===== src/dpts_pkg.sv =====
// ----------------------------------------------------------------------------
// dpts_pkg
// Shared types and codes for the dual position trigger sequencer.
// ----------------------------------------------------------------------------
package dpts_pkg;

  // Operation codes carried with each input item.
  localparam logic [2:0] OP_POSITION = 3'd0;
  localparam logic [2:0] OP_START    = 3'd1;
  localparam logic [2:0] OP_STOP     = 3'd2;
  localparam logic [2:0] OP_ROW_UP   = 3'd3;
  localparam logic [2:0] OP_ROW_DOWN = 3'd4;

  // Response codes.
  localparam logic [3:0] RSP_NONE       = 4'd0;
  localparam logic [3:0] RSP_START_OK   = 4'd1;
  localparam logic [3:0] RSP_START_REF  = 4'd2;
  localparam logic [3:0] RSP_STOP_ACK   = 4'd3;
  localparam logic [3:0] RSP_READY_UP   = 4'd4;
  localparam logic [3:0] RSP_UP_ACK     = 4'd5;
  localparam logic [3:0] RSP_READY_DOWN = 4'd6;
  localparam logic [3:0] RSP_DOWN_ACK   = 4'd7;
  localparam logic [3:0] RSP_COMPLETE   = 4'd8;
  localparam logic [3:0] RSP_FATAL      = 4'd9;

  // Register indexes (byte address is four times the index).
  localparam logic [2:0] REG_STEP   = 3'd0;
  localparam logic [2:0] REG_OFFSET = 3'd1;
  localparam logic [2:0] REG_TPR    = 3'd2;
  localparam logic [2:0] REG_ROWS   = 3'd3;
  localparam logic [2:0] REG_MODE   = 3'd4;
  localparam logic [2:0] REG_SEP    = 3'd5;

  localparam int MAX_RESULTS = 4;
  localparam int QDEPTH      = 4;

  typedef struct packed {
    logic [31:0]        step;
    logic [31:0]        offset;
    logic [12:0]        tpr;
    logic [12:0]        rows;
    logic [1:0]         mode;
    logic signed [31:0] sep;
  } dpts_cfg_t;

  // All results caused by one input item.
  typedef struct packed {
    logic            trig_first;
    logic            trig_second;
    logic [1:0]      last_idx;
    logic [3:0][3:0] code;
    logic [3:0]      scan;
  } dpts_bundle_t;

endpackage


===== src/dpts_front.sv =====
// ----------------------------------------------------------------------------
// dpts_front
// Accepts items, runs the scan state machine on one item per cycle while the
// queue has room and no step write waits, and pushes a result bundle per item.
// ----------------------------------------------------------------------------
module dpts_front #(
  parameter int MAX_TRIGGERS  = 4096,
  parameter int FRACTION_BITS = 16
) (
  input  logic                  clk,
  input  logic                  rst_n,
  input  dpts_pkg::dpts_cfg_t   cfg,
  input  logic                  step_wr,
  input  logic                  in_valid,
  output logic                  in_ready,
  input  logic [2:0]            op,
  input  logic signed [31:0]    pos,
  input  logic                  q_full,
  output logic                  push,
  output dpts_pkg::dpts_bundle_t bundle
);

  localparam int IDX_W = $clog2(MAX_TRIGGERS);
  localparam int M_W   = IDX_W + 32;
  localparam int SUM_W = IDX_W + 33;
  localparam int CMP_W = SUM_W + 1;
  localparam int EW    = (IDX_W + 1 > 13) ? IDX_W + 2 : 14;
  localparam logic [SUM_W-1:0] ADDC =
    SUM_W'((64'd10 << FRACTION_BITS) + ((64'd1 << FRACTION_BITS) >> 1));
  localparam logic [EW-1:0] MAXT = EW'(MAX_TRIGGERS);

  logic                    scan_r, down_r, stale_r;
  logic [IDX_W-1:0]        idx_r   [2];
  logic [M_W-1:0]          m_r     [2];
  logic signed [CMP_W-1:0] bp_r    [2];
  logic [3:0]              pass_r;
  logic [1:0]              wait_r;
  logic [12:0]             lap_r;

  logic                    scan_nxt, down_nxt;
  logic [IDX_W-1:0]        idx_nxt [2];
  logic [M_W-1:0]          m_nxt   [2];
  logic signed [CMP_W-1:0] bp_nxt  [2];
  logic [3:0]              pass_nxt;
  logic [1:0]              wait_nxt;
  logic [12:0]             lap_nxt;

  logic [M_W-1:0]          m_inc   [2];
  logic [M_W-1:0]          m_dec   [2];
  logic signed [CMP_W-1:0] bp_inc  [2];
  logic signed [CMP_W-1:0] bp_dec  [2];
  logic signed [CMP_W-1:0] bp_same [2];
  logic signed [CMP_W-1:0] bp_zero;
  logic signed [CMP_W-1:0] p_cmp   [2];
  logic signed [EW-1:0]    last_s;
  logic                    accept;

  function automatic logic signed [CMP_W-1:0] round_bp(input logic [M_W-1:0] m,
                                                       input logic [31:0] off);
    logic [SUM_W-1:0] sum;
    sum = SUM_W'(m) + SUM_W'(off) + ADDC;
    return signed'(CMP_W'(sum >> FRACTION_BITS));
  endfunction

  always_comb begin
    logic [EW-1:0] eff;
    eff = (EW'(cfg.tpr) > MAXT) ? MAXT : EW'(cfg.tpr);
    last_s = signed'(eff - EW'(1));
    for (int c = 0; c < 2; c++) begin
      m_inc[c]   = m_r[c] + M_W'(cfg.step);
      m_dec[c]   = m_r[c] - M_W'(cfg.step);
      bp_inc[c]  = round_bp(m_inc[c], cfg.offset);
      bp_dec[c]  = round_bp(m_dec[c], cfg.offset);
      bp_same[c] = round_bp(m_r[c], cfg.offset);
    end
    bp_zero  = round_bp('0, cfg.offset);
    p_cmp[0] = CMP_W'(pos);
    p_cmp[1] = CMP_W'(33'(pos) - 33'(cfg.sep));
  end

  assign in_ready = !q_full && !stale_r;
  assign accept   = in_valid && in_ready;
  assign push     = accept;

  always_comb begin
    logic [2:0]              n;
    logic                    done, stop, oth, up, dn, oup;
    logic [1:0]              en;
    logic signed [CMP_W-1:0] cand;
    logic signed [EW-1:0]    idx_s;

    scan_nxt = scan_r;
    down_nxt = down_r;
    idx_nxt  = idx_r;
    m_nxt    = m_r;
    bp_nxt   = bp_r;
    pass_nxt = pass_r;
    wait_nxt = wait_r;
    lap_nxt  = lap_r;
    bundle   = '0;
    n        = '0;
    done     = 1'b0;
    en       = cfg.mode;
    stop     = 1'b0;
    oth      = 1'b0;
    up       = 1'b0;
    dn       = 1'b0;
    oup      = 1'b0;
    cand     = '0;
    idx_s    = '0;

    unique case (op) inside
      dpts_pkg::OP_START: begin
        if (scan_r) begin
          bundle.code[0] = dpts_pkg::RSP_START_REF;
          bundle.scan[0] = 1'b1;
          n = 3'd1;
        end else begin
          scan_nxt = 1'b1;
          down_nxt = 1'b0;
          idx_nxt  = '{default: '0};
          m_nxt    = '{default: '0};
          pass_nxt = '0;
          wait_nxt = '0;
          lap_nxt  = '0;
          bp_nxt   = '{default: bp_zero};
          bundle.code[0] = dpts_pkg::RSP_START_OK;
          bundle.scan[0] = 1'b1;
          n = 3'd1;
          // Every breakpoint is at least ten, so position zero never lies past
          // it; only the second channel's shifted position can be past its
          // start point.
          if (en[1] && (-CMP_W'(cfg.sep) > bp_zero)) begin
            scan_nxt = 1'b0;
            bundle.code[1] = dpts_pkg::RSP_FATAL;
            bundle.scan[1] = 1'b0;
            n = 3'd2;
          end
        end
      end
      dpts_pkg::OP_STOP: begin
        scan_nxt = 1'b0;
        bundle.code[0] = dpts_pkg::RSP_STOP_ACK;
        n = 3'd1;
      end
      dpts_pkg::OP_ROW_UP, dpts_pkg::OP_ROW_DOWN: begin
        if (scan_r) begin
          wait_nxt = '0;
          down_nxt = (op == dpts_pkg::OP_ROW_UP);
        end
        bundle.code[0] = (op == dpts_pkg::OP_ROW_UP) ? dpts_pkg::RSP_UP_ACK
                                                      : dpts_pkg::RSP_DOWN_ACK;
        bundle.scan[0] = scan_r;
        n = 3'd1;
      end
      dpts_pkg::OP_POSITION: begin
        if (scan_r && pos < 0) begin
          scan_nxt = 1'b0;
          bundle.code[0] = dpts_pkg::RSP_FATAL;
          n = 3'd1;
        end else if (scan_r) begin
          for (int c = 0; c < 2; c++) begin
            oth   = en[1-c];
            stop  = 1'b0;
            cand  = bp_same[c];
            idx_s = signed'(EW'(idx_nxt[c]));
            if (en[c] && !done && !wait_nxt[c]) begin
              if (p_cmp[c] != bp_nxt[c]) begin
                if (down_nxt ? (p_cmp[c] < bp_nxt[c]) : (p_cmp[c] > bp_nxt[c]))
                  stop = 1'b1;
                if (stop) begin
                  scan_nxt = 1'b0;
                  if (n < 3'd4) begin
                    bundle.code[n[1:0]] = dpts_pkg::RSP_FATAL;
                    bundle.scan[n[1:0]] = 1'b0;
                    n = n + 3'd1;
                  end
                end
                done = stop;
              end else begin
                if (c == 0) bundle.trig_first  = 1'b1;
                else        bundle.trig_second = 1'b1;
                oup = pass_nxt[2*(1-c)];
                if (!down_nxt) begin
                  if (idx_s == last_s) begin
                    if (c == 1 && oth && !oup) begin
                      stop = 1'b1;
                    end else begin
                      pass_nxt[2*c] = 1'b1;
                      if ((c == 1 || !oth) && n < 3'd4) begin
                        bundle.code[n[1:0]] = dpts_pkg::RSP_READY_UP;
                        bundle.scan[n[1:0]] = scan_nxt;
                        n = n + 3'd1;
                      end
                      wait_nxt[c] = 1'b1;
                    end
                  end else if (idx_s < last_s) begin
                    idx_nxt[c] = idx_nxt[c] + IDX_W'(1);
                    m_nxt[c]   = m_inc[c];
                    cand       = bp_inc[c];
                  end else begin
                    stop = 1'b1;
                  end
                end else begin
                  if (!pass_nxt[2*c] || (oth && !oup)) begin
                    stop = 1'b1;
                  end else if (idx_nxt[c] == '0) begin
                    if (c == 0 && oth && !pass_nxt[3]) begin
                      stop = 1'b1;
                    end else begin
                      pass_nxt[2*c+1] = 1'b1;
                      if ((c == 0 || !oth) && n < 3'd4) begin
                        bundle.code[n[1:0]] = dpts_pkg::RSP_READY_DOWN;
                        bundle.scan[n[1:0]] = scan_nxt;
                        n = n + 3'd1;
                      end
                      wait_nxt[c] = 1'b1;
                    end
                  end else begin
                    idx_nxt[c] = idx_nxt[c] - IDX_W'(1);
                    m_nxt[c]   = m_dec[c];
                    cand       = bp_dec[c];
                  end
                end
                up = pass_nxt[2*c];
                dn = pass_nxt[2*c+1];
                // A finished up-and-down pass closes one lap.
                if (!stop && up && dn && (c == 0 || !oth)) begin
                  if (c == 0 && oth && pass_nxt[3:2] != 2'b11) begin
                    stop = 1'b1;
                  end else begin
                    if (c == 0 && oth) pass_nxt = '0;
                    else begin
                      pass_nxt[2*c]   = 1'b0;
                      pass_nxt[2*c+1] = 1'b0;
                    end
                    lap_nxt = lap_nxt + 13'd1;
                    if ({lap_nxt, 1'b0} >= {1'b0, cfg.rows}) begin
                      scan_nxt = 1'b0;
                      if (n < 3'd4) begin
                        bundle.code[n[1:0]] = dpts_pkg::RSP_COMPLETE;
                        bundle.scan[n[1:0]] = 1'b0;
                        n = n + 3'd1;
                      end
                      done = 1'b1;
                    end
                  end
                end
                if (!stop && !done) begin
                  bp_nxt[c] = cand;
                  if (down_nxt ? (p_cmp[c] < cand) : (p_cmp[c] > cand)) stop = 1'b1;
                end
                if (stop) begin
                  scan_nxt = 1'b0;
                  if (n < 3'd4) begin
                    bundle.code[n[1:0]] = dpts_pkg::RSP_FATAL;
                    bundle.scan[n[1:0]] = 1'b0;
                    n = n + 3'd1;
                  end
                  done = 1'b1;
                end
              end
            end
          end
        end
      end
      default: ;
    endcase

    if (n == '0) begin
      bundle.code[0] = dpts_pkg::RSP_NONE;
      bundle.scan[0] = scan_nxt;
      n = 3'd1;
    end
    bundle.last_idx = 2'(n - 3'd1);
  end

  always_ff @(posedge clk) begin
    if (!rst_n) begin
      scan_r  <= 1'b0;
      down_r  <= 1'b0;
      stale_r <= 1'b0;
      idx_r   <= '{default: '0};
      m_r     <= '{default: '0};
      bp_r    <= '{default: '0};
      pass_r  <= '0;
      wait_r  <= '0;
      lap_r   <= '0;
    end else begin
      if (accept) begin
        scan_r <= scan_nxt;
        down_r <= down_nxt;
        idx_r  <= idx_nxt;
        m_r    <= m_nxt;
        bp_r   <= bp_nxt;
        pass_r <= pass_nxt;
        wait_r <= wait_nxt;
        lap_r  <= lap_nxt;
      end else if (stale_r) begin
        // New step size: rebuild the running index*step products.
        for (int c = 0; c < 2; c++) m_r[c] <= M_W'(idx_r[c]) * M_W'(cfg.step);
      end
      stale_r <= step_wr;
    end
  end

endmodule


===== src/dpts_queue.sv =====
// ----------------------------------------------------------------------------
// dpts_queue
// Short queue of result bundles between the front and the back part.
// ----------------------------------------------------------------------------
module dpts_queue (
  input  logic                   clk,
  input  logic                   rst_n,
  input  logic                   push,
  input  dpts_pkg::dpts_bundle_t wdata,
  output logic                   full,
  input  logic                   pop,
  output logic                   valid,
  output dpts_pkg::dpts_bundle_t rdata
);

  localparam int PW = $clog2(dpts_pkg::QDEPTH);

  dpts_pkg::dpts_bundle_t mem_r [dpts_pkg::QDEPTH];
  logic [PW-1:0] wr_r, rd_r;
  logic [PW:0]   cnt_r;

  assign full  = (cnt_r == (PW+1)'(dpts_pkg::QDEPTH));
  assign valid = (cnt_r != '0);
  assign rdata = mem_r[rd_r];

  always_ff @(posedge clk) begin
    if (push) mem_r[wr_r] <= wdata;
  end

  always_ff @(posedge clk) begin
    if (!rst_n) begin
      wr_r  <= '0;
      rd_r  <= '0;
      cnt_r <= '0;
    end else begin
      if (push) wr_r <= wr_r + PW'(1);
      if (pop)  rd_r <= rd_r + PW'(1);
      case ({push, pop})
        2'b10:   cnt_r <= cnt_r + (PW+1)'(1);
        2'b01:   cnt_r <= cnt_r - (PW+1)'(1);
        default: ;
      endcase
    end
  end

endmodule


===== src/dpts_back.sv =====
// ----------------------------------------------------------------------------
// dpts_back
// Takes queued bundles; sends one result per cycle while out_ready is high.
// ----------------------------------------------------------------------------
module dpts_back (
  input  logic                   clk,
  input  logic                   rst_n,
  input  logic                   q_valid,
  input  dpts_pkg::dpts_bundle_t q_data,
  output logic                   pop,
  output logic                   out_valid,
  input  logic                   out_ready,
  output logic [7:0]             out_data,
  output logic                   out_last
);

  dpts_pkg::dpts_bundle_t cur_r;
  logic                   have_r;
  logic [1:0]             pos_r;
  logic                   first;

  assign out_valid = have_r;
  assign out_last  = (pos_r == cur_r.last_idx);
  assign first     = (pos_r == 2'd0);
  assign pop       = q_valid && (!have_r || (out_ready && out_last));
  assign out_data  = {1'b0, cur_r.scan[pos_r], cur_r.code[pos_r],
                      cur_r.trig_second && first, cur_r.trig_first && first};

  always_ff @(posedge clk) begin
    if (pop) cur_r <= q_data;
  end

  always_ff @(posedge clk) begin
    if (!rst_n) begin
      have_r <= 1'b0;
      pos_r  <= '0;
    end else if (pop) begin
      have_r <= 1'b1;
      pos_r  <= '0;
    end else if (have_r && out_ready) begin
      if (out_last) have_r <= 1'b0;
      else          pos_r  <= pos_r + 2'd1;
    end
  end

endmodule


===== src/dual_position_trigger_sequencer_core.sv =====
// ----------------------------------------------------------------------------
// dual_position_trigger_sequencer_core
// Position-driven trigger sequencer for one or two channels with a register
// port, an item input stream and a result stream.
// ----------------------------------------------------------------------------
// Usage: the input stream carries position samples and host commands; the
// operation code travels in in_tuser and the signed position in in_tdata.
// Every accepted item produces one to four result items on the output stream,
// the last one flagged by out_tlast. Trigger bits appear only on the first
// result of an item. The user must write registers through the APB-style port
// only while the block is idle, which the block does not enforce. A write to
// the step register blocks input while the per-channel index*step products
// are rebuilt by the multiplier. Throughput: one input item per cycle while
// each item yields a single result and no step write blocks input; an item
// with several results holds the output until all are sent. Results pass
// through the queue and then the output register. The front evaluates each
// item combinationally, its speed set by the breakpoint adder and compares
// per channel. Reset clears the scan state, the queue and the output;
// registers return to their reset values. On a receiver stall, results wait
// in the output register and a four-entry queue; input stalls when it fills.
module dual_position_trigger_sequencer_core #(
  parameter int MAX_TRIGGERS  = 4096,
  parameter int FRACTION_BITS = 16
) (
  input  logic        clk,
  input  logic        rst_n,
  // Input stream: in_tdata = position[31:0]; in_tuser = operation[2:0]
  input  logic        in_tvalid,
  output logic        in_tready,
  input  logic [31:0] in_tdata,
  input  logic [2:0]  in_tuser,
  // Output stream: out_tdata = trigger_first[0], trigger_second[1],
  // response[5:2], scanning[6], zero pad[7]
  output logic        out_tvalid,
  input  logic        out_tready,
  output logic [7:0]  out_tdata,
  output logic        out_tlast,
  // Register port
  input  logic        cfg_psel,
  input  logic        cfg_penable,
  input  logic        cfg_pwrite,
  input  logic [4:0]  cfg_paddr,
  input  logic [31:0] cfg_pwdata,
  output logic [31:0] cfg_prdata,
  output logic        cfg_pready
);

  dpts_pkg::dpts_cfg_t    cfg_r;
  dpts_pkg::dpts_bundle_t f_bundle, q_data;
  logic                   wr_en, step_wr, push, q_full, q_valid, pop;
  logic [2:0]             reg_idx;

  assign cfg_pready = 1'b1;
  assign reg_idx    = cfg_paddr[4:2];
  assign wr_en      = cfg_psel && cfg_penable && cfg_pwrite && cfg_pready;
  assign step_wr    = wr_en && (reg_idx == dpts_pkg::REG_STEP);

  // Register file.
  always_ff @(posedge clk) begin
    if (!rst_n) begin
      cfg_r.step   <= 32'd65536;
      cfg_r.offset <= '0;
      cfg_r.tpr    <= 13'd1;
      cfg_r.rows   <= 13'd1;
      cfg_r.mode   <= 2'd1;
      cfg_r.sep    <= '0;
    end else if (wr_en) begin
      unique case (reg_idx)
        dpts_pkg::REG_STEP:   cfg_r.step   <= cfg_pwdata;
        dpts_pkg::REG_OFFSET: cfg_r.offset <= cfg_pwdata;
        dpts_pkg::REG_TPR:    cfg_r.tpr    <= cfg_pwdata[12:0];
        dpts_pkg::REG_ROWS:   cfg_r.rows   <= cfg_pwdata[12:0];
        dpts_pkg::REG_MODE:   cfg_r.mode   <= cfg_pwdata[1:0];
        dpts_pkg::REG_SEP:    cfg_r.sep    <= signed'(cfg_pwdata);
        default: ;
      endcase
    end
  end

  always_comb begin
    unique case (reg_idx)
      dpts_pkg::REG_STEP:   cfg_prdata = cfg_r.step;
      dpts_pkg::REG_OFFSET: cfg_prdata = cfg_r.offset;
      dpts_pkg::REG_TPR:    cfg_prdata = 32'(cfg_r.tpr);
      dpts_pkg::REG_ROWS:   cfg_prdata = 32'(cfg_r.rows);
      dpts_pkg::REG_MODE:   cfg_prdata = 32'(cfg_r.mode);
      dpts_pkg::REG_SEP:    cfg_prdata = cfg_r.sep;
      default:              cfg_prdata = '0;
    endcase
  end

  dpts_front #(
    .MAX_TRIGGERS (MAX_TRIGGERS),
    .FRACTION_BITS(FRACTION_BITS)
  ) u_front (
    .clk     (clk),
    .rst_n   (rst_n),
    .cfg     (cfg_r),
    .step_wr (step_wr),
    .in_valid(in_tvalid),
    .in_ready(in_tready),
    .op      (in_tuser),
    .pos     (signed'(in_tdata)),
    .q_full  (q_full),
    .push    (push),
    .bundle  (f_bundle)
  );

  dpts_queue u_queue (
    .clk  (clk),
    .rst_n(rst_n),
    .push (push),
    .wdata(f_bundle),
    .full (q_full),
    .pop  (pop),
    .valid(q_valid),
    .rdata(q_data)
  );

  dpts_back u_back (
    .clk      (clk),
    .rst_n    (rst_n),
    .q_valid  (q_valid),
    .q_data   (q_data),
    .pop      (pop),
    .out_valid(out_tvalid),
    .out_ready(out_tready),
    .out_data (out_tdata),
    .out_last (out_tlast)
  );

endmodule


===== config.mk =====
export PLATFORM = sky130hd
export DESIGN_NAME = dual_position_trigger_sequencer_core
export DESIGN_NICKNAME = d
export VERILOG_FILES = /design/src/dpts_pkg.sv /design/src/dpts_front.sv /design/src/dpts_queue.sv /design/src/dpts_back.sv /design/src/dual_position_trigger_sequencer_core.sv
export SDC_FILE = /design/constraint.sdc
export NUM_CORES = 2
export LEC_CHECK = 0
export BUFFER_PORTS_ARGS = -buffer_cell sky130_fd_sc_hd__buf_2
export CORE_ASPECT_RATIO = 2
export CORE_UTILIZATION = 45
export DETAILED_ROUTE_END_ITERATION = 10
export GPL_TIMING_DRIVEN = 0
export PLACE_DENSITY = 0.71
export SYNTH_ARGS = -nofsm -noshare
export SYNTH_HDL_FRONTEND = slang
export SYNTH_SLANG_ARGS = --single-unit

===== constraint.sdc =====
create_clock -name clk -period 15.4 [get_ports clk]
set_input_delay 4.62 -clock clk [delete_from_list [all_inputs] [get_ports clk]]
set_output_delay 4.62 -clock clk [all_outputs]
set_load 0.1 [all_outputs]

==> impl_results.md, run 1 <==
* GRT Overall Usage at around half
* Die height at about 560 um
* Failed at: global routing
* Htree depth at 2
* GP Congestion at 1.130
* CTS Buf Count at 46
* Initial Utilization at 45.35%
* Total grt overflow at 4
* CTS Root Cell: clkbuf_16
* Yosys reg bits at around 450
* Outcome: aborted with a tool error
* Syn Std Cell Area at just over 70000 um2
* Mapped Avg Cell Area at 8.077 um2
* Post-synthesis net count at 10390
* Tool error: [ERROR GRT-0116] Global routing finished with congestion. Check the congestion regions in the DRC Viewer.
* First-pass GRT wire length at 572.2 mm
* Cell variety after synth at 108
* Synth async-reset ratio at 0%
* Vias in the first global route at 77200
* Cts hold-fix bufs at 0
* Placed inst area at 74270 um2
* # rows at 205
* Largest net degree at the start of global routing at 27
* Synth Instances at between 8000 and 9000
* Ports at roughly 120
* Number of port buffers at between 100 and 150
* Number of synthesis warnings at 0
* Clk buf depth at 3
* Main synth FF type: dfxtp_1
* Die Wd at 282.6 um
* CTS sink cnt at 446
* Sequential-to-total area share from yosys stat at 14.30%
* Number of synthesized flops with an enable pin at 120
* Dpl hpwl at 327.2 mm
==> synthesized netlist by cell type, types with 29 or more instances <==
| cell type | count | area, um2 |
|---|---|---|
| nand2_1 | 1185 | 4448 |
| ha_1 | 932 | 11660 |
| inv_1 | 885 | 3322 |
| a21oi_1 | 672 | 3363 |
| nor2_1 | 609 | 2286 |
| fa_1 | 608 | 12170 |
| clkbuf_1 | 441 | 1655 |
| o21ai_0 | 335 | 1677 |
| xnor2_1 | 328 | 2873 |
| dfxtp_1 | 326 | 6526 |
| and2_1 | 230 | 1439 |
| nor3_1 | 189 | 945.9 |
| a21o_1 | 165 | 1239 |
| nand3_1 | 159 | 795.8 |
| xor2_1 | 141 | 1235 |
| edfxtp_1 | 120 | 3603 |
| mux2i_1 | 99 | 991.0 |
| o21bai_1 | 83 | 623.1 |
| o21a_1 | 80 | 600.6 |
| nand4_1 | 72 | 450.4 |
| nand2b_1 | 71 | 444.2 |
| and3_1 | 68 | 425.4 |
| a31oi_1 | 65 | 406.6 |
| a211oi_1 | 59 | 442.9 |
| nor4_1 | 59 | 369.1 |
| nor2b_1 | 56 | 350.3 |
| o211ai_1 | 55 | 412.9 |
| o31ai_1 | 43 | 322.8 |
| or3_1 | 39 | 244.0 |
| a221oi_1 | 37 | 324.1 |
| a22oi_1 | 36 | 270.3 |
| mux4_2 | 35 | 788.3 |
| or2_2 | 29 | 181.4 |
==> layer usage <==
| layer | overflow | track usage (%) |
|---|---|---|
| met5 | 0 | 0.9268 |
| met1 | 0 | 46.01 |
| met3 | 0 | 18.26 |
| met2 | 1 | 82.81 |
| met4 | 3 | 62.67 |
==> per-stage QoR <==
| step | worst slack, ns | util [%] | TNS (ns) | std cells | hold slack (ns) |
|---|---|---|---|---|---|
| after floorplan | 3.091 | - | 0 | 8770 | 0.4250 |
| after global placement | -2.754 | 47.38 | -289.79 | 10960 | 0.4374 |
| after detailed placement | -2.134 | 47.55 | -181.32 | 10970 | 0.4446 |
| after CTS | 0.005377 | 48.63 | 0 | 11050 | 0.4536 |
==> kinds of logic after synthesis <==
logic type	count (synthesis)	share of synthesized area (%)
compound gates	1950	17.70
xor+xnor	469	5.799
fa+ha+maj	1540	33.64
buf+inv	1362	7.254
flops	446	14.30
mux	155	2.845
other cells	2	0.01060
simple gates	2846	18.44
==> repair_timing <==
item	in CTS
resized for setup	53
buffers inserted	2
setup endpoints to repair	147
pin swaps	2
==> inputs of run 2 (changes only) <==
--- a/config.mk
+++ b/config.mk
@@ -6,11 +6,10 @@
 export NUM_CORES = 2
 export LEC_CHECK = 0
 export BUFFER_PORTS_ARGS = -buffer_cell sky130_fd_sc_hd__buf_2
-export CORE_ASPECT_RATIO = 2
-export CORE_UTILIZATION = 45
+export CORE_UTILIZATION = 30
 export DETAILED_ROUTE_END_ITERATION = 10
 export GPL_TIMING_DRIVEN = 0
-export PLACE_DENSITY = 0.71
+export PLACE_DENSITY_LB_ADDON = 0.15
 export SYNTH_ARGS = -nofsm -noshare
 export SYNTH_HDL_FRONTEND = slang
 export SYNTH_SLANG_ARGS = --single-unit
==> impl_results.md, run 2 <==
* Critical path's top delay family: compound AO/OA/AOI/OAI gates
* Total grt overflow at 0
* Tightest Pin Transition at 1.600 ns
* Total of max-cap violations at 9
* Initial drt markers at 6045
* Crit path required time at 15.82 ns
* Mapped Avg Cell Area at 8.077 um2 (unchanged)
* Final worst-path cycle share at a little over nine tenths
* CTS Buf Count at 58 (+26%)
* CP max FO at 10
* Crit-path slowest cell: o21ai_0
* Max VDD drop at roughly 0.14 mV
* CTS Root Cell: clkbuf_16
* Main synth FF type: dfxtp_1
* Sw Ratio at 45.14%
* R2r endpoint: u_queue.mem_r[0][6]
* Setup Skew at ~0.045 ns
* Largest register FFs at 124
* Sequential power share at 24.5%
* Worst Setup Slack, final at 0.2257 ns
* Area Overhead vs Synth at 9.905%
* RSZ-0062 raised after global routing: false
* Post-synthesis net count at 10390 (unchanged)
* Critical Path Sink: u_queue.mem_r[0][6]
* Count leader, synth: nand2_1
* Number of synthesized flops with an enable pin at 120 (unchanged)
* Setup Crit Path Kind: input pin to flip-flop
* Regs by FF count: cfg_r: 124 flops, u_queue.mem_r: 96 flops, u_front.m_r: 88 flops
* Clk pwr share at between 20 and 30%
* Worst-skew pair later-pin latency at 0.75 ns
* R2R cell count at 54
* GRT Overall Usage at 28.84%
* Share of cells above drive strength 1 at 4.848%
* DIE AREA at 238100 um2
* CP arrival at 15.59 ns
* Multi-input logic area at 55710 um2
* Setup violators final at 0
* Power Density at 73.88 nW/um2
* Final net count at roughly 11000
* Fillers at between 20000 and 30000
* Synth Instances at 8770 (unchanged)
* Setup_tns at 0 ns
* Fin crit period at 15.17 ns
* Area contributors post-synth: fa_1 (17%), ha_1 (16%), dfxtp_1 (9.2%), nand2_1 (6.3%), edfxtp_1 (5.1%)
* Largest net degree at the start of global routing at 26
* Net Sw Power at roughly 2.6 mW
* Worst r2r src: cfg_r[96]
* Combinational power share at between 40% and 50%
* Cell variety after synth at 108 (unchanged)
* Antenna violations before repair at 29
* FF-to-FF setup slack at a little under 0.6 ns
* Sequential-to-total area share from yosys stat at 14.30% (unchanged)
* Via density at 5.555
* Yosys reg bits at 446 (unchanged)
* CP endpoint kind: flip-flop
* Largest Register: cfg_r
* Slowest stage delay, CP at 1.03 ns
* First-pass GRT wire length at roughly 490 mm
* Core Util, Final at 33.14%
* Cts hold-fix bufs at 0 (unchanged)
* Number of synthesis warnings at 0 (unchanged)
* Syn Std Cell Area at 70840 um2 (unchanged)
* Dpl hpwl at 295.4 mm (-9.7%)
* Number of port buffers at 116 (unchanged)
* Leakage at 35.09 nW
* DR WL/cell at 28.70 um
* Register area at around 10000 um2
* Synth async-reset ratio at 0% (unchanged)
* Most common cell after layout, fill and taps aside: nand2_1
* Clock-pin slew on the worst setup and hold paths at approximately 0.060 ns
* Vias in the first global route at about 67000
* Fin. max-slew vios at 71
* Core Area at 235000 um2
* Internal power at 3.156 mW
* Worst setup SP type: input pin
* HP Class: flip-flop to flip-flop
* Die height at 487.9 um (-13%)
* Synth top cells by count: nand2_1 (1185), ha_1 (932), inv_1 (885), a21oi_1 (672), nor2_1 (609)
* Worst hold start: u_front.bp_r[17]
* Number of stages on the worst setup path at 30
* DP Worst Slack at -1.463 ns (+0.6713 ns)
* Drt drc at 0
* GP Congestion at 0.9864 (-13%)
* Outcome: finished with violations
* Final WL at 348.8 mm
* Ports at 123 (unchanged)
* Cell taking the most area after synthesis: fa_1
* Slew headroom at -6.664%
* Top cell type's share of synthesized area at 17.18% (unchanged)
* CTS sink cnt at 446 (unchanged)
* DR pass1 iterations at 7
* Maximum clock rate at 0.06590 GHz
* CTS tree: done
* # rows at 178 (-13%)
* Failing checks: capacitance limit, slew limit
* Total number of vias at 67510
* Routed Antenna Nets at 0
* Die Wd at 487.9 um (+73%)
* Fin. Hold Viols at 0
* Total chip power at 5.752 mW
* Worst setup path startpoint: in_tdata[4]
* Worst Path Buf+Inv at 3
* Commonest non-fill, non-tap cells in the layout: nand2_1 (1185), ha_1 (932), inv_1 (885)
* Clk buf depth at 3 (unchanged)
* Htree depth at 2 (unchanged)
* Initial Utilization at 30.15% (-15 points)
run 2: cell counts after synthesis:
No cell type changed its count.
run 2: power by group through the flow:
stage	registers, mW	logic (mW)	clock network, mW
6_report	1.41	2.75	1.59
5_1_grt	1.42	2.95	1.64
4_1_cts	1.41	2.70	1.61
3_5_place_dp	1.43	2.69	0
3_3_place_gp	1.43	2.66	0
2_1_floorplan	1.40	1.78	0
run 2: cells by family (layout without fill, tap and decap cells):
group                      after synthesis  after routing  synth area share [%]
adders and majority gates             1540           1540                 33.64
other                                    2             12               0.01060
DFF                                    446            446                 14.30
xor gates and xnor gates               469            469                 5.799
AOI/OAI and AO/OA                     1950           1950                 17.70
muxes                                  155            155                 2.845
buffers and inverters                 1362           1585                 7.254
and+or+nand+nor                       2846           2846                 18.44
run 2: how the worst min path moves through the flow:
stage | endpoint | slack, ns | cells past startpoint
6_report | u_front.bp_r[17] | 0.45 | 2
5_1_grt | u_front.bp_r[60] | 0.47 | 2
4_1_cts | u_front.bp_r[17] | 0.45 | 2
3_5_place_dp | u_front.bp_r[17] | 0.44 | 2
3_3_place_gp | u_front.bp_r[17] | 0.44 | 2
2_1_floorplan | u_front.bp_r[28] | 0.43 | 2
run 2: layout make-up:
cell class	instances	area share, %
clock inverters	35	0.7039
diodes	10	0.03214
inverters	890	4.291
well taps	3150	5.062
flip-flops and latches	446	13.01
multi-input cells	6962	71.55
clock buffers	74	2.033
repair buffers	130	0.9675
plain buffers	456	2.343
run 2: metal layers:
metal | track usage [%] | up-vias | share of wire (%)
li1 | - | 30410 | -
met5 | 0 | - | 0.0080
met3 | 3.641 | 641 | 6.4
met2 | 46.77 | 2625 | 45
met4 | 14.87 | 4 | 6.0
met1 | 37.33 | 33830 | 43
run 2: what timing repair did:
item / CTS / global route
endpoints found under the setup margin: 130 / 98
resized for setup: 32 / 30
cloned: 0 / 0
setup buffers: 0 / 1
pin swaps: 0 / 1
run 2: metrics by stage:
stage               cell area [um2]  hold WS (ns)  instances
floorplan                     70840        0.4250       8770
global placement              75360        0.4413      12040
detailed placement            75590        0.4424      12050
CTS                           77740        0.4519      12140
global route                  77830        0.4707      12140
finish                        77860        0.4477      12150
run 2: tightest hold or removal path, stage by stage (launching register included):
cell and delay, ns:
dfxtp_1 0.31, nand2_1 0.05, o21ai_1 0.05
Note: power is estimated with default switching activity, not from simulation.
